File: config.mk
export PLATFORM = sky130hd
export DESIGN_NAME = autoscaled_history_plotter
export DESIGN_NICKNAME = d
export VERILOG_FILES = /design/src/hdl/ahp_pkg.sv /design/src/hdl/autoscaled_history_plotter.sv /design/src/hdl/ahp_ram.sv /design/src/hdl/ahp_cfg.sv /design/src/hdl/ahp_div.sv
export SDC_FILE = /design/constraint.sdc
export NUM_CORES = 2
export LEC_CHECK = 0
export BUFFER_PORTS_ARGS = -buffer_cell sky130_fd_sc_hd__buf_2
export CORE_MARGIN = 2
export CORE_UTILIZATION = 45
export CTS_CLUSTER_DIAMETER = 40
export DETAILED_ROUTE_END_ITERATION = 16
export PLACE_DENSITY = 0.63
export SYNTH_ARGS = -nofsm -noshare
export SYNTH_HDL_FRONTEND = slang
export SYNTH_HIERARCHICAL = 1
export SYNTH_SLANG_ARGS = --single-unit
File: constraint.sdc
create_clock -name clk -period 10.2 [get_ports clk]
set_input_delay 2.04 -clock clk [delete_from_list [all_inputs] [get_ports clk]]
set_output_delay 2.04 -clock clk [all_outputs]
set_load 0.01 [all_outputs]
File: src/hdl/ahp_pkg.sv
// Shared types, constants and helpers for the autoscaled history plotter.
`default_nettype none

package ahp_pkg;

    // Sizing
    localparam int HISTORY_DEPTH = 64;
    localparam int SAMPLE_BITS   = 16;
    localparam int MAX_COLUMNS   = 64;

    localparam int VAL_W  = 16;
    localparam int RING_W = (SAMPLE_BITS < VAL_W) ? SAMPLE_BITS : VAL_W;
    localparam int AW     = $clog2(HISTORY_DEPTH);
    localparam int SCAN_W = $clog2(HISTORY_DEPTH + 1);
    localparam int NCOLS  = (HISTORY_DEPTH < MAX_COLUMNS) ? HISTORY_DEPTH : MAX_COLUMNS;
    localparam int COL_W  = $clog2(NCOLS);

    // Plot geometry
    localparam int PLOT_TOP  = 16;
    localparam int PLOT_ROWS = 48;
    localparam int FLAT_ROW  = 64;
    localparam int X_RIGHT   = 127;
    localparam int XY_W      = 7;
    localparam int MID_W     = 8;

    // Row divider: quotient never exceeds PLOT_ROWS
    localparam int NUM_W     = VAL_W + $clog2(PLOT_ROWS);
    localparam int QUOT_BITS = $clog2(PLOT_ROWS + 1);
    localparam int DCNT_W    = $clog2(QUOT_BITS);

    // Register reset values
    localparam logic [VAL_W-1:0] CEIL_RESET  = 16'd2200;
    localparam logic [VAL_W-1:0] FLOOR_RESET = 16'd0;
    localparam logic [VAL_W-1:0] CAP_RESET   = 16'd15;
    localparam logic [VAL_W-1:0] SPAN_RESET  = 16'd20;

    // APB
    localparam int PADDR_W = 4;
    localparam int PDATA_W = 32;

    localparam logic KIND_RECORD = 1'b0;
    localparam logic KIND_RENDER = 1'b1;

    typedef enum logic [1:0] {
        REG_UPPER_CEILING = 2'd0,
        REG_LOWER_FLOOR   = 2'd1,
        REG_LOWER_CAP     = 2'd2,
        REG_MIN_SPAN      = 2'd3
    } reg_idx_t;

    typedef enum logic [3:0] {
        ST_IDLE,
        ST_SCAN,
        ST_WIDEN,
        ST_CLAMP,
        ST_PREV_RD,
        ST_LOAD,
        ST_DIV,
        ST_COL_RD,
        ST_EMIT
    } state_t;

    typedef struct packed {
        logic             kind;
        logic [VAL_W-1:0] sample_value;
    } item_t;

    typedef struct packed {
        logic [XY_W-1:0]         col_x;
        logic [XY_W-1:0]         col_y;
        logic [XY_W-1:0]         mid_x;
        logic signed [MID_W-1:0] mid_y;
        logic [VAL_W-1:0]        scale_low;
        logic [VAL_W-1:0]        scale_high;
        logic                    last_column;
    } result_t;

    typedef struct packed {
        logic [VAL_W-1:0] upper_ceiling;
        logic [VAL_W-1:0] lower_floor;
        logic [VAL_W-1:0] lower_cap;
        logic [VAL_W-1:0] min_span;
    } cfg_t;

    typedef struct packed {
        logic busy;
        logic done;
    } div_stat_t;

    // Ring pointer step back with wrap
    function automatic logic [AW-1:0] ring_dec(input logic [AW-1:0] a);
        ring_dec = (a == '0) ? AW'(HISTORY_DEPTH - 1) : a - AW'(1);
    endfunction

    // Ring pointer step forward with wrap
    function automatic logic [AW-1:0] ring_inc(input logic [AW-1:0] a);
        ring_inc = (a == AW'(HISTORY_DEPTH - 1)) ? '0 : a + AW'(1);
    endfunction

endpackage

`default_nettype wire

File: src/hdl/autoscaled_history_plotter.sv
// Autoscaled history plotter: sample ring, scale search and per-column plot output.
// Record transaction: written into the ring when accepted, no result.
// Render transaction: a scan over every ring entry, widen and clamp steps, a divide
//   to prime the midpoint row, then per column a ring read, divider load, divide and emit;
//   the emit waits while the result side stalls.
// One transaction at a time; the result register holds the last column while idle.
// Reset: ring reads as empty (per-entry valid bits cleared), write pointer zero,
//   registers at their defaults; ready right after reset.
`default_nettype none

module autoscaled_history_plotter
    import ahp_pkg::*;
(
    input  wire logic               clk,
    input  wire logic               rst_n,
    input  wire logic               item_valid,
    output logic                    item_ready,
    input  wire item_t              item,
    output logic                    result_valid,
    input  wire logic               result_ready,
    output result_t                 result,
    input  wire logic               psel,
    input  wire logic               penable,
    input  wire logic               pwrite,
    input  wire logic [PADDR_W-1:0] paddr,
    input  wire logic [PDATA_W-1:0] pwdata,
    output logic      [PDATA_W-1:0] prdata,
    output logic                    pready
);

    cfg_t cfg;

    state_t state_reg, state_next;

    logic [AW-1:0]            wp_reg;
    logic [HISTORY_DEPTH-1:0] valid_reg;
    logic [SCAN_W-1:0]        scan_cnt_reg;
    logic [COL_W-1:0]         col_cnt_reg;
    logic [AW-1:0]            col_addr_reg;
    logic                     first_reg;
    logic                     any_reg;
    logic                     rd_valid_reg;
    logic [VAL_W-1:0]         lo_reg;
    logic [VAL_W:0]           hi_reg;
    logic [XY_W-1:0]          y_reg;
    logic [XY_W-1:0]          yprev_reg;
    logic                     result_valid_reg;
    result_t                  result_reg;

    logic                 accept;
    logic                 rec;
    logic                 ren;
    logic                 out_free;
    logic                 last_col;
    logic [AW-1:0]        raddr;
    logic                 div_start;
    logic                 emit;
    logic [RING_W-1:0]    ram_rdata;
    logic [VAL_W-1:0]     samp;
    div_stat_t            div_stat;
    logic [QUOT_BITS-1:0] quot;

    logic [VAL_W-1:0]        hi16;
    logic [VAL_W-1:0]        half_span;
    logic [VAL_W-1:0]        lo_mx;
    logic [VAL_W-1:0]        span;
    logic                    flat;
    logic [VAL_W-1:0]        off;
    logic [NUM_W-1:0]        num;
    logic [XY_W-1:0]         y_new;
    logic signed [MID_W-1:0] dlt;
    logic signed [MID_W-1:0] hlf;
    logic signed [MID_W-1:0] mid_y;

    assign accept   = item_valid && item_ready;
    assign rec      = accept && (item.kind == KIND_RECORD);
    assign ren      = accept && (item.kind == KIND_RENDER);
    assign out_free = !result_valid_reg || result_ready;
    assign last_col = col_cnt_reg == COL_W'(NCOLS - 1);

    assign result_valid = result_valid_reg;
    assign result       = result_reg;

    ahp_cfg u_cfg (
        .clk     (clk),
        .rst_n   (rst_n),
        .psel    (psel),
        .penable (penable),
        .pwrite  (pwrite),
        .paddr   (paddr),
        .pwdata  (pwdata),
        .prdata  (prdata),
        .pready  (pready),
        .cfg     (cfg)
    );

    ahp_ram #(
        .WIDTH (RING_W),
        .DEPTH (HISTORY_DEPTH)
    ) u_ring (
        .clk   (clk),
        .we    (rec),
        .waddr (wp_reg),
        .wdata (RING_W'(item.sample_value)),
        .raddr (raddr),
        .rdata (ram_rdata)
    );

    ahp_div u_div (
        .clk   (clk),
        .rst_n (rst_n),
        .start (div_start),
        .num   (num),
        .den   (span),
        .stat  (div_stat),
        .quot  (quot)
    );

    // Entries never written read as empty
    assign samp = rd_valid_reg ? VAL_W'(ram_rdata) : '0;

    // Scale arithmetic
    assign hi16      = hi_reg[VAL_W-1:0];
    assign half_span = cfg.min_span >> 1;
    assign lo_mx     = (lo_reg < cfg.lower_floor) ? cfg.lower_floor : lo_reg;
    assign span      = hi16 - lo_reg;
    assign flat      = hi16 <= lo_reg;

    // Row of one sample: offset clamped to the span, 48*(span-off)/span
    always_comb
    begin
        off = (samp > lo_reg) ? samp - lo_reg : '0;
        if (off > span)
        begin
            off = span;
        end
        num = NUM_W'(span - off) * NUM_W'(PLOT_ROWS);
    end

    assign y_new = flat ? XY_W'(FLAT_ROW) : XY_W'(PLOT_TOP) + XY_W'(quot);

    // Midpoint row, half difference truncated toward zero
    always_comb
    begin
        dlt   = $signed({1'b0, yprev_reg}) - $signed({1'b0, y_reg});
        hlf   = (dlt + $signed({{(MID_W-1){1'b0}}, dlt[MID_W-1]})) >>> 1;
        mid_y = $signed({1'b0, y_reg}) - hlf;
    end

    // Next state
    always_comb
    begin
        state_next = state_reg;
        unique case (state_reg)
            ST_IDLE:
            begin
                if (ren)
                begin
                    state_next = ST_SCAN;
                end
            end
            ST_SCAN:
            begin
                if (scan_cnt_reg == SCAN_W'(HISTORY_DEPTH))
                begin
                    state_next = ST_WIDEN;
                end
            end
            ST_WIDEN:   state_next = ST_CLAMP;
            ST_CLAMP:   state_next = ST_PREV_RD;
            ST_PREV_RD: state_next = ST_LOAD;
            ST_LOAD:    state_next = ST_DIV;
            ST_DIV:
            begin
                if (div_stat.done)
                begin
                    state_next = first_reg ? ST_COL_RD : ST_EMIT;
                end
            end
            ST_COL_RD:  state_next = ST_LOAD;
            ST_EMIT:
            begin
                if (out_free)
                begin
                    state_next = last_col ? ST_IDLE : ST_COL_RD;
                end
            end
            default:    state_next = ST_IDLE;
        endcase
    end

    // State outputs
    always_comb
    begin
        item_ready = 1'b0;
        raddr      = '0;
        div_start  = 1'b0;
        emit       = 1'b0;
        unique case (state_reg)
            ST_IDLE:    item_ready = 1'b1;
            ST_SCAN:
            begin
                if (scan_cnt_reg < SCAN_W'(HISTORY_DEPTH))
                begin
                    raddr = scan_cnt_reg[AW-1:0];
                end
            end
            ST_PREV_RD: raddr = ring_dec(ring_dec(wp_reg));
            ST_LOAD:    div_start = 1'b1;
            ST_COL_RD:  raddr = col_addr_reg;
            ST_EMIT:    emit = out_free;
            default:    item_ready = 1'b0;
        endcase
    end

    // Control registers
    always_ff @(posedge clk or negedge rst_n)
    begin
        if (!rst_n)
        begin
            state_reg        <= ST_IDLE;
            wp_reg           <= '0;
            valid_reg        <= '0;
            scan_cnt_reg     <= '0;
            col_cnt_reg      <= '0;
            first_reg        <= 1'b0;
            any_reg          <= 1'b0;
            result_valid_reg <= 1'b0;
        end
        else
        begin
            state_reg <= state_next;

            if (rec)
            begin
                valid_reg[wp_reg] <= 1'b1;
                wp_reg            <= ring_inc(wp_reg);
            end

            if (ren)
            begin
                scan_cnt_reg <= '0;
                any_reg      <= 1'b0;
            end
            else if (state_reg == ST_SCAN)
            begin
                scan_cnt_reg <= scan_cnt_reg + SCAN_W'(1);
                if (scan_cnt_reg != '0 && samp != '0)
                begin
                    any_reg <= 1'b1;
                end
            end

            if (state_reg == ST_CLAMP)
            begin
                first_reg <= 1'b1;
            end
            else if (state_reg == ST_DIV && div_stat.done && first_reg)
            begin
                first_reg   <= 1'b0;
                col_cnt_reg <= '0;
            end
            else if (emit)
            begin
                col_cnt_reg <= col_cnt_reg + COL_W'(1);
            end

            if (emit)
            begin
                result_valid_reg <= 1'b1;
            end
            else if (result_ready)
            begin
                result_valid_reg <= 1'b0;
            end
        end
    end

    // Datapath registers
    always_ff @(posedge clk)
    begin
        rd_valid_reg <= valid_reg[raddr];

        if (ren)
        begin
            hi_reg <= '0;
        end
        else if (state_reg == ST_SCAN && scan_cnt_reg != '0 && samp != '0)
        begin
            // min and max over nonzero samples
            if (samp > hi16)
            begin
                hi_reg <= (VAL_W+1)'(samp);
            end
            if (!any_reg || samp < lo_reg)
            begin
                lo_reg <= samp;
            end
        end

        // Widen a narrow range; an empty ring takes the cap as its bottom
        if (state_reg == ST_WIDEN)
        begin
            if (!any_reg)
            begin
                lo_reg <= cfg.lower_cap;
            end
            else if (hi16 - lo_reg < cfg.min_span)
            begin
                lo_reg <= (lo_reg > half_span) ? lo_reg - half_span : '0;
                hi_reg <= (VAL_W+1)'(hi16) + (VAL_W+1)'(half_span);
            end
        end

        // Clamp to ceiling, floor and cap
        if (state_reg == ST_CLAMP)
        begin
            if (hi_reg > (VAL_W+1)'(cfg.upper_ceiling))
            begin
                hi_reg <= (VAL_W+1)'(cfg.upper_ceiling);
            end
            lo_reg <= (lo_mx > cfg.lower_cap) ? cfg.lower_cap : lo_mx;
        end

        if (state_reg == ST_DIV && div_stat.done)
        begin
            y_reg <= y_new;
            if (first_reg)
            begin
                yprev_reg    <= y_new;
                col_addr_reg <= ring_dec(wp_reg);
            end
        end

        if (emit)
        begin
            result_reg.col_x       <= XY_W'(X_RIGHT) - XY_W'({col_cnt_reg, 1'b0});
            result_reg.col_y       <= y_reg;
            result_reg.mid_x       <= XY_W'(X_RIGHT - 1) - XY_W'({col_cnt_reg, 1'b0});
            result_reg.mid_y       <= mid_y;
            result_reg.scale_low   <= lo_reg;
            result_reg.scale_high  <= hi16;
            result_reg.last_column <= last_col;
            yprev_reg              <= y_reg;
            col_addr_reg           <= ring_dec(col_addr_reg);
        end
    end

    // Divider runs only while the sequencer waits on it
    a_div_owned: assert property (@(posedge clk) disable iff (!rst_n)
        div_stat.busy |-> state_reg == ST_DIV)
        else $error("divider busy outside divide state");

    // A recorded sample moves the write pointer
    a_wp_moves: assert property (@(posedge clk) disable iff (!rst_n)
        rec |=> wp_reg != $past(wp_reg))
        else $error("write pointer did not advance");

    // Emitted main row stays inside the plot band
    a_row_band: assert property (@(posedge clk) disable iff (!rst_n)
        emit |=> (result_reg.col_y >= XY_W'(PLOT_TOP)) && (result_reg.col_y <= XY_W'(FLAT_ROW)))
        else $error("main row outside plot band");

endmodule

`default_nettype wire

File: src/hdl/ahp_ram.sv
// Generic single-write, single-read RAM with registered read data.
`default_nettype none

module ahp_ram #(
    parameter int WIDTH = 16,
    parameter int DEPTH = 64
) (
    input  wire logic                     clk,
    input  wire logic                     we,
    input  wire logic [$clog2(DEPTH)-1:0] waddr,
    input  wire logic [WIDTH-1:0]         wdata,
    input  wire logic [$clog2(DEPTH)-1:0] raddr,
    output logic      [WIDTH-1:0]         rdata
);

    logic [WIDTH-1:0] mem [DEPTH];

    always_ff @(posedge clk)
    begin
        if (we)
        begin
            mem[waddr] <= wdata;
        end
        rdata <= mem[raddr];
    end

endmodule

`default_nettype wire

File: src/hdl/ahp_cfg.sv
// APB register file for the plot scale limits.
`default_nettype none

module ahp_cfg
    import ahp_pkg::*;
(
    input  wire logic               clk,
    input  wire logic               rst_n,
    input  wire logic               psel,
    input  wire logic               penable,
    input  wire logic               pwrite,
    input  wire logic [PADDR_W-1:0] paddr,
    input  wire logic [PDATA_W-1:0] pwdata,
    output logic      [PDATA_W-1:0] prdata,
    output logic                    pready,
    output cfg_t                    cfg
);

    cfg_t     cfg_reg;
    reg_idx_t idx;
    logic     wr_en;

    assign pready = 1'b1;
    assign idx    = reg_idx_t'(paddr[3:2]);
    assign wr_en  = psel && penable && pwrite && pready;
    assign cfg    = cfg_reg;

    // Register writes
    always_ff @(posedge clk or negedge rst_n)
    begin
        if (!rst_n)
        begin
            cfg_reg.upper_ceiling <= CEIL_RESET;
            cfg_reg.lower_floor   <= FLOOR_RESET;
            cfg_reg.lower_cap     <= CAP_RESET;
            cfg_reg.min_span      <= SPAN_RESET;
        end
        else if (wr_en)
        begin
            unique case (idx)
                REG_UPPER_CEILING: cfg_reg.upper_ceiling <= pwdata[VAL_W-1:0];
                REG_LOWER_FLOOR:   cfg_reg.lower_floor   <= pwdata[VAL_W-1:0];
                REG_LOWER_CAP:     cfg_reg.lower_cap     <= pwdata[VAL_W-1:0];
                REG_MIN_SPAN:      cfg_reg.min_span      <= pwdata[VAL_W-1:0];
            endcase
        end
    end

    // Read mux
    always_comb
    begin
        unique case (idx)
            REG_UPPER_CEILING: prdata = PDATA_W'(cfg_reg.upper_ceiling);
            REG_LOWER_FLOOR:   prdata = PDATA_W'(cfg_reg.lower_floor);
            REG_LOWER_CAP:     prdata = PDATA_W'(cfg_reg.lower_cap);
            REG_MIN_SPAN:      prdata = PDATA_W'(cfg_reg.min_span);
        endcase
    end

endmodule

`default_nettype wire

File: src/hdl/ahp_div.sv
// Restoring divider, one quotient bit per cycle, for the plot row.
`default_nettype none

module ahp_div
    import ahp_pkg::*;
(
    input  wire logic                 clk,
    input  wire logic                 rst_n,
    input  wire logic                 start,
    input  wire logic [NUM_W-1:0]     num,
    input  wire logic [VAL_W-1:0]     den,
    output div_stat_t                 stat,
    output logic      [QUOT_BITS-1:0] quot
);

    logic                 busy_reg;
    logic                 done_reg;
    logic [DCNT_W-1:0]    cnt_reg;
    logic [NUM_W-1:0]     rem_reg;
    logic [NUM_W-1:0]     dsh_reg;
    logic [QUOT_BITS-1:0] quot_reg;
    logic                 ge;

    assign ge        = rem_reg >= dsh_reg;
    assign stat.busy = busy_reg;
    assign stat.done = done_reg;
    assign quot      = quot_reg;

    // Control
    always_ff @(posedge clk or negedge rst_n)
    begin
        if (!rst_n)
        begin
            busy_reg <= 1'b0;
            done_reg <= 1'b0;
            cnt_reg  <= '0;
        end
        else
        begin
            done_reg <= 1'b0;
            if (start)
            begin
                busy_reg <= 1'b1;
                cnt_reg  <= DCNT_W'(QUOT_BITS - 1);
            end
            else if (busy_reg)
            begin
                cnt_reg <= cnt_reg - DCNT_W'(1);
                if (cnt_reg == '0)
                begin
                    busy_reg <= 1'b0;
                    done_reg <= 1'b1;
                end
            end
        end
    end

    // Datapath: compare against the shifted divisor, subtract on a hit
    always_ff @(posedge clk)
    begin
        if (start)
        begin
            rem_reg  <= num;
            dsh_reg  <= NUM_W'(den) << (QUOT_BITS - 1);
            quot_reg <= '0;
        end
        else if (busy_reg)
        begin
            if (ge)
            begin
                rem_reg <= rem_reg - dsh_reg;
            end
            dsh_reg  <= dsh_reg >> 1;
            quot_reg <= {quot_reg[QUOT_BITS-2:0], ge};
        end
    end

endmodule

`default_nettype wire

== Word level (Yosys, flattened, before mapping) ==
Memory sizes are Yosys's and may differ from the RTL's. A register that Yosys moved wholly into a read port is not among the register bits.
Index checks and enable logic that the tools add are counted.
Storage, ports and cells
  bits in registers: 324
  bits in writable memories: 1024
  output and inout port bits: 97
  input bits: 60
  logic and storage cells: 208
  memories kept: 1
Operators by class
  bitwise gates (word level): 3
  reductions and logical operators: 43
  add/sub/neg operators: 19
  mux-type cells: 75
  multiply operators: 1
  eq/ne operators: 18
  magnitude comparators: 15
Memories
  u_ring.mem: words 64, width 16, read ports 1, clocked after memory_dff 1, wr ports 1, RTL line ahp_ram.sv:16  | logic [WIDTH-1:0] mem [DEPTH];
Operator list (number)
  16-bit two-way mux: 13
  17-bit two-way mux: 8
  32-bit case mux with 4 select lines: 1
  22-bit two-way mux: 3
  16-bit > comparator: 4
  64-bit bitwise OR: 1
  6-bit two-way mux: 10
  16-bit less-than comparator: 3
  21-bit two-way mux: 2
  7-bit two-way mux: 6
  4-bit case mux with 8 select lines: 1
  16-bit subtractor: 2
  22-bit by 21-bit greater-or-equal comparator with 1-bit output: 1
  22-bit by 2-bit multiplier with 18-bit output, second input constant: 1
  22-bit by 21-bit subtractor with 22-bit output: 1
  1-bit two-way mux: 20
  4-bit two-way mux: 5
  6-bit logical NOT: 3
  6-bit case mux with 3 select lines: 1
  2-bit AND reduction: 9
  2-bit nonzero test: 9
  6-bit by 1-bit subtractor with 6-bit output, second input constant: 3
  16-bit by 15-bit adder with 17-bit output: 1
  17-bit by 16-bit > comparator with 1-bit output: 1
  other kinds (39): 65

== Logic depth before layout (Yosys ltp) ==
  depth after elaboration: 10
  mapped depth: 43
  mapped depth without buffers: 39

== Modules after synthesis ==
Netlist, hierarchy kept.
Modules (own cells, without submodules)
  ahp_ram: sequential area each 31069.8 um^2, area an instance 40042.2 um^2, cells each 1829, instances 1
  autoscaled_history_plotter: sequential area each 5154.9 um^2, area an instance 17066.4 um^2, cells each 1910, instances 1
  ahp_div: sequential area each 1486.4 um^2, area an instance 3592.2 um^2, cells each 395, instances 1
  ahp_cfg: sequential area each 1614.0 um^2, area an instance 3017.9 um^2, cells each 180, instances 1

== Worst setup path after synthesis ==
Ideal clock, no wire load.
  path kind: reg-to-reg
  start point: register rd_valid_reg
  end point: register u_div.rem_reg[20] (data pin)
  buffers on the path: 5
  stages on the path, launching flop included: 43
  setup time: 0.262 ns
  data required time: 9.938 ns
  path slack: 2.059 ns
  data arrival time: 7.880 ns
  clock period less this slack: 8.141 ns
  path through: dfxtp_1 -> clkbuf_1 -> clkbuf_1 -> and2_1 -> ha_1 -> and4b_1 -> nor4_2 -> o21ai_2 -> a31oi_4 -> o21ai_2 -> o31ai_1 -> clkbuf_1 -> nor2_1 -> ha_1 -> a21o_1 -> a21o_1 -> a21o_1 -> a211oi_1 -> [... 7 more ...] -> ha_1 -> or4_1 -> o21ai_0 -> a21oi_1 -> a21o_1 -> a21oi_1 -> nor2b_1 -> o21ai_0 -> nor2b_1 -> xnor2_1 -> ha_1 -> a21o_1 -> a21o_1 -> a21oi_1 -> o21ai_1 -> xor2_1 -> o32ai_1 -> nor3_1
On the way
  cells in the longest elaborated chain, start to end: 8
  elaborated cells on any way between the ends: 9
  classes of those cells: add/sub (2); mul (1); order compare (2); mux (4)
Ends and longest elaborated chain
  from (decl): RTL line autoscaled_history_plotter.sv:42  | logic rd_valid_reg;
  from (signal assigned): RTL line autoscaled_history_plotter.sv:282  | rd_valid_reg <= valid_reg[raddr];
  16-bit two-way mux (*): RTL line autoscaled_history_plotter.sv:120  | assign samp = rd_valid_reg ? VAL_W'(ram_rdata) : '0;
  16-bit subtractor / 16-bit > comparator (equally long branches): RTL line autoscaled_history_plotter.sv:132  | off = (samp > lo_reg) ? samp - lo_reg : '0;
  16-bit two-way mux (*): RTL line autoscaled_history_plotter.sv:132
  16-bit > comparator: RTL line autoscaled_history_plotter.sv:133  | if (off > span)
  16-bit two-way mux (*): RTL line autoscaled_history_plotter.sv:133
  16-bit by 16-bit subtractor with 17-bit output (*): RTL line autoscaled_history_plotter.sv:137  | num = NUM_W'(span - off) * NUM_W'(PLOT_ROWS);
  22-bit by 2-bit multiplier with 18-bit output (*): RTL line autoscaled_history_plotter.sv:137
  named net num[20]: RTL line autoscaled_history_plotter.sv:69  | logic [NUM_W-1:0] num;
  22-bit two-way mux (*): RTL line ahp_div.sv:61  | if (start)
  to (signal assigned): RTL line ahp_div.sv:63  | rem_reg <= num;
  to (signal assigned): RTL line ahp_div.sv:71  | rem_reg <= rem_reg - dsh_reg;
  to (decl): RTL line ahp_div.sv:19  | logic [NUM_W-1:0] rem_reg;
Mark *: on every way through the listed nets, which the timed path passes. The rest lies on a longest branch.
A chain may end at the register's enable or synchronous reset.

== Worst setup path after layout ==
  start point: register rd_valid_reg
  end point: register u_div.rem_reg[19] (data pin)
Same word-level chain as after synthesis.

==> metrics.cfg <==
[route]
ant_nets = 0
viasPerCell = 5.80
drc_errors = 0
drt_iter0_drc = 3717
wirelength_um = 162000
drt-pass1-iter-count = 6
wl_per_cell_um = 24.6
num_vias = 38172

[setup_path]
crit_end = u_div/rem_reg[19]
slowest_stage = dfxtp_1
crit_type = reg -> reg
cpMostUsedCell = a21oi_1
r2r_end = u_div/rem_reg[19]
path_max_fanout = 28
cp_data_required_time_ns = 10.82
startpoint_type = flip-flop
r2r_setup_slack_ns = 1.02
critPathLaunch = rd_valid_reg
r2r_start = rd_valid_reg
cpPeakStageDelay_ns = 0.70
r2r.worst_path.cells = 37
worst_setup_path_end_kind = flip-flop
cp.arrival_ns = 9.81

[timing]
tns_ns = 0
maxSlewHeadroom = 0.173
fin_skew_ns = 0.0604
fin_crit_ns = 9.18
setup_viol = 0
worst_pin_slew_ns = 1.24
final_hold_viol_count = 0
min_period_over_period = 0.900
slew_violations = 0
max_freq_mhz = 109
fin_ws_ns = 1.02
grt_setup_unrepaired = no

[synthesis]
synthesis.area_mm2 = 0.0637
syn-mean-instance-area_um2 = 14.8
synth_cells = 4313
ys_warn_count = 6

[die]
fp.dieH_um = 380
rows = 138
core-area_mm2 = 0.141
initial_core_util = 0.452
pin_count = 157
dieArea_mm2 = 0.145
fp.dieW_um = 380

[global_route]
first_global_vias = 37982
grt_use_total = 0.223
grt_pass1_wl_um = 243000
antenna_found_initial = 3
grt_max_degree = 95
gr-total-overflow = 0

[placement]
post-place-ws_ns = 1.12
place_congestion = 0.933
post-dp-hpwl_um = 106000
port_buffers = 119

[cells_and_area]
n_antenna_cell = 0
fin_util = 0.514
final_common_cell = edfxtp_1
layout_common_cells = 1136 x edfxtp_1, 241 x nand2_1, 233 x ha_1
syn2layout_area_growth_pct = 13.8
final_nets = 4847
largest_register_ffs = 1024
drive_gt1_frac = 0.201

[cts]
post_cts_buffers = 0
worstSkewPairLatency_ns = 0.83
cts_sinks = 1356
cts_buffers = 177
path_clk_slew_ns = 0.06
cts_hold_buffers = 0
h-tree-depth = 4
cts_root_buffer = clkbuf_16
tritoncts = done
cts.repair.resized = 0
cts.path.max_buffers = 3

[worst_hold_path]
hold_path_class = reg -> reg

[job]
cap_violations = 0

[run_status]
status = finished, final reports clean

==> critical path: cells and delay by family (launching register included) <==
| family | cells | cell delay [ns] |
|---|---|---|
| xor+xnor | 2 | 0.56 |
| flops | 1 | 0.70 |
| mux | 1 | 0.18 |
| compound gates | 20 | 4.20 |
| simple gates | 7 | 1.30 |
| fa+ha+maj | 5 | 1.73 |
| buf+inv | 2 | 0.31 |
==> how the worst min path moves through the flow <==
stage                     slack [ns]             to  cells past startpoint           from
after floorplan                 0.43   valid_reg[0]                      1   valid_reg[0]
after global placement          0.44  valid_reg[23]                      1  valid_reg[23]
after detailed placement        0.44  valid_reg[44]                      1  valid_reg[44]
after CTS                       0.45  valid_reg[38]                      1  valid_reg[38]
after global routing            0.47  valid_reg[28]                      1  valid_reg[28]
final                           0.45  valid_reg[14]                      1  valid_reg[14]
==> final cells by class <==
cell class              instances  area [µm²]
clock buffers                 212        4680
flip-flops and latches       1356       39300
repair buffers                248        1600
inverters                     212         808
fillers                     11619       68500
clock inverters               119        1410
multi-input cells            2550       22400
well taps                    1890        2360
==> metrics by stage <==
step,instance area (µm²),hold slack [ns],instances
after global placement,66400,0.436,6256
final,72500,0.450,6587
after detailed placement,66400,0.443,6256
after global routing,72500,0.466,6587
after floorplan,63800,0.427,4332
after CTS,72500,0.454,6587
==> per-layer routing <==
metal  wire length, µm  global-route usage
met3             10700              0.0423
met2             78700               0.368
met4              4520              0.0692
met5                13                   0
met1             68200               0.300
Power is left out: the tool's default activity adds up to more than one toggle a clock period on the data nets, which glitch-free logic cannot reach.
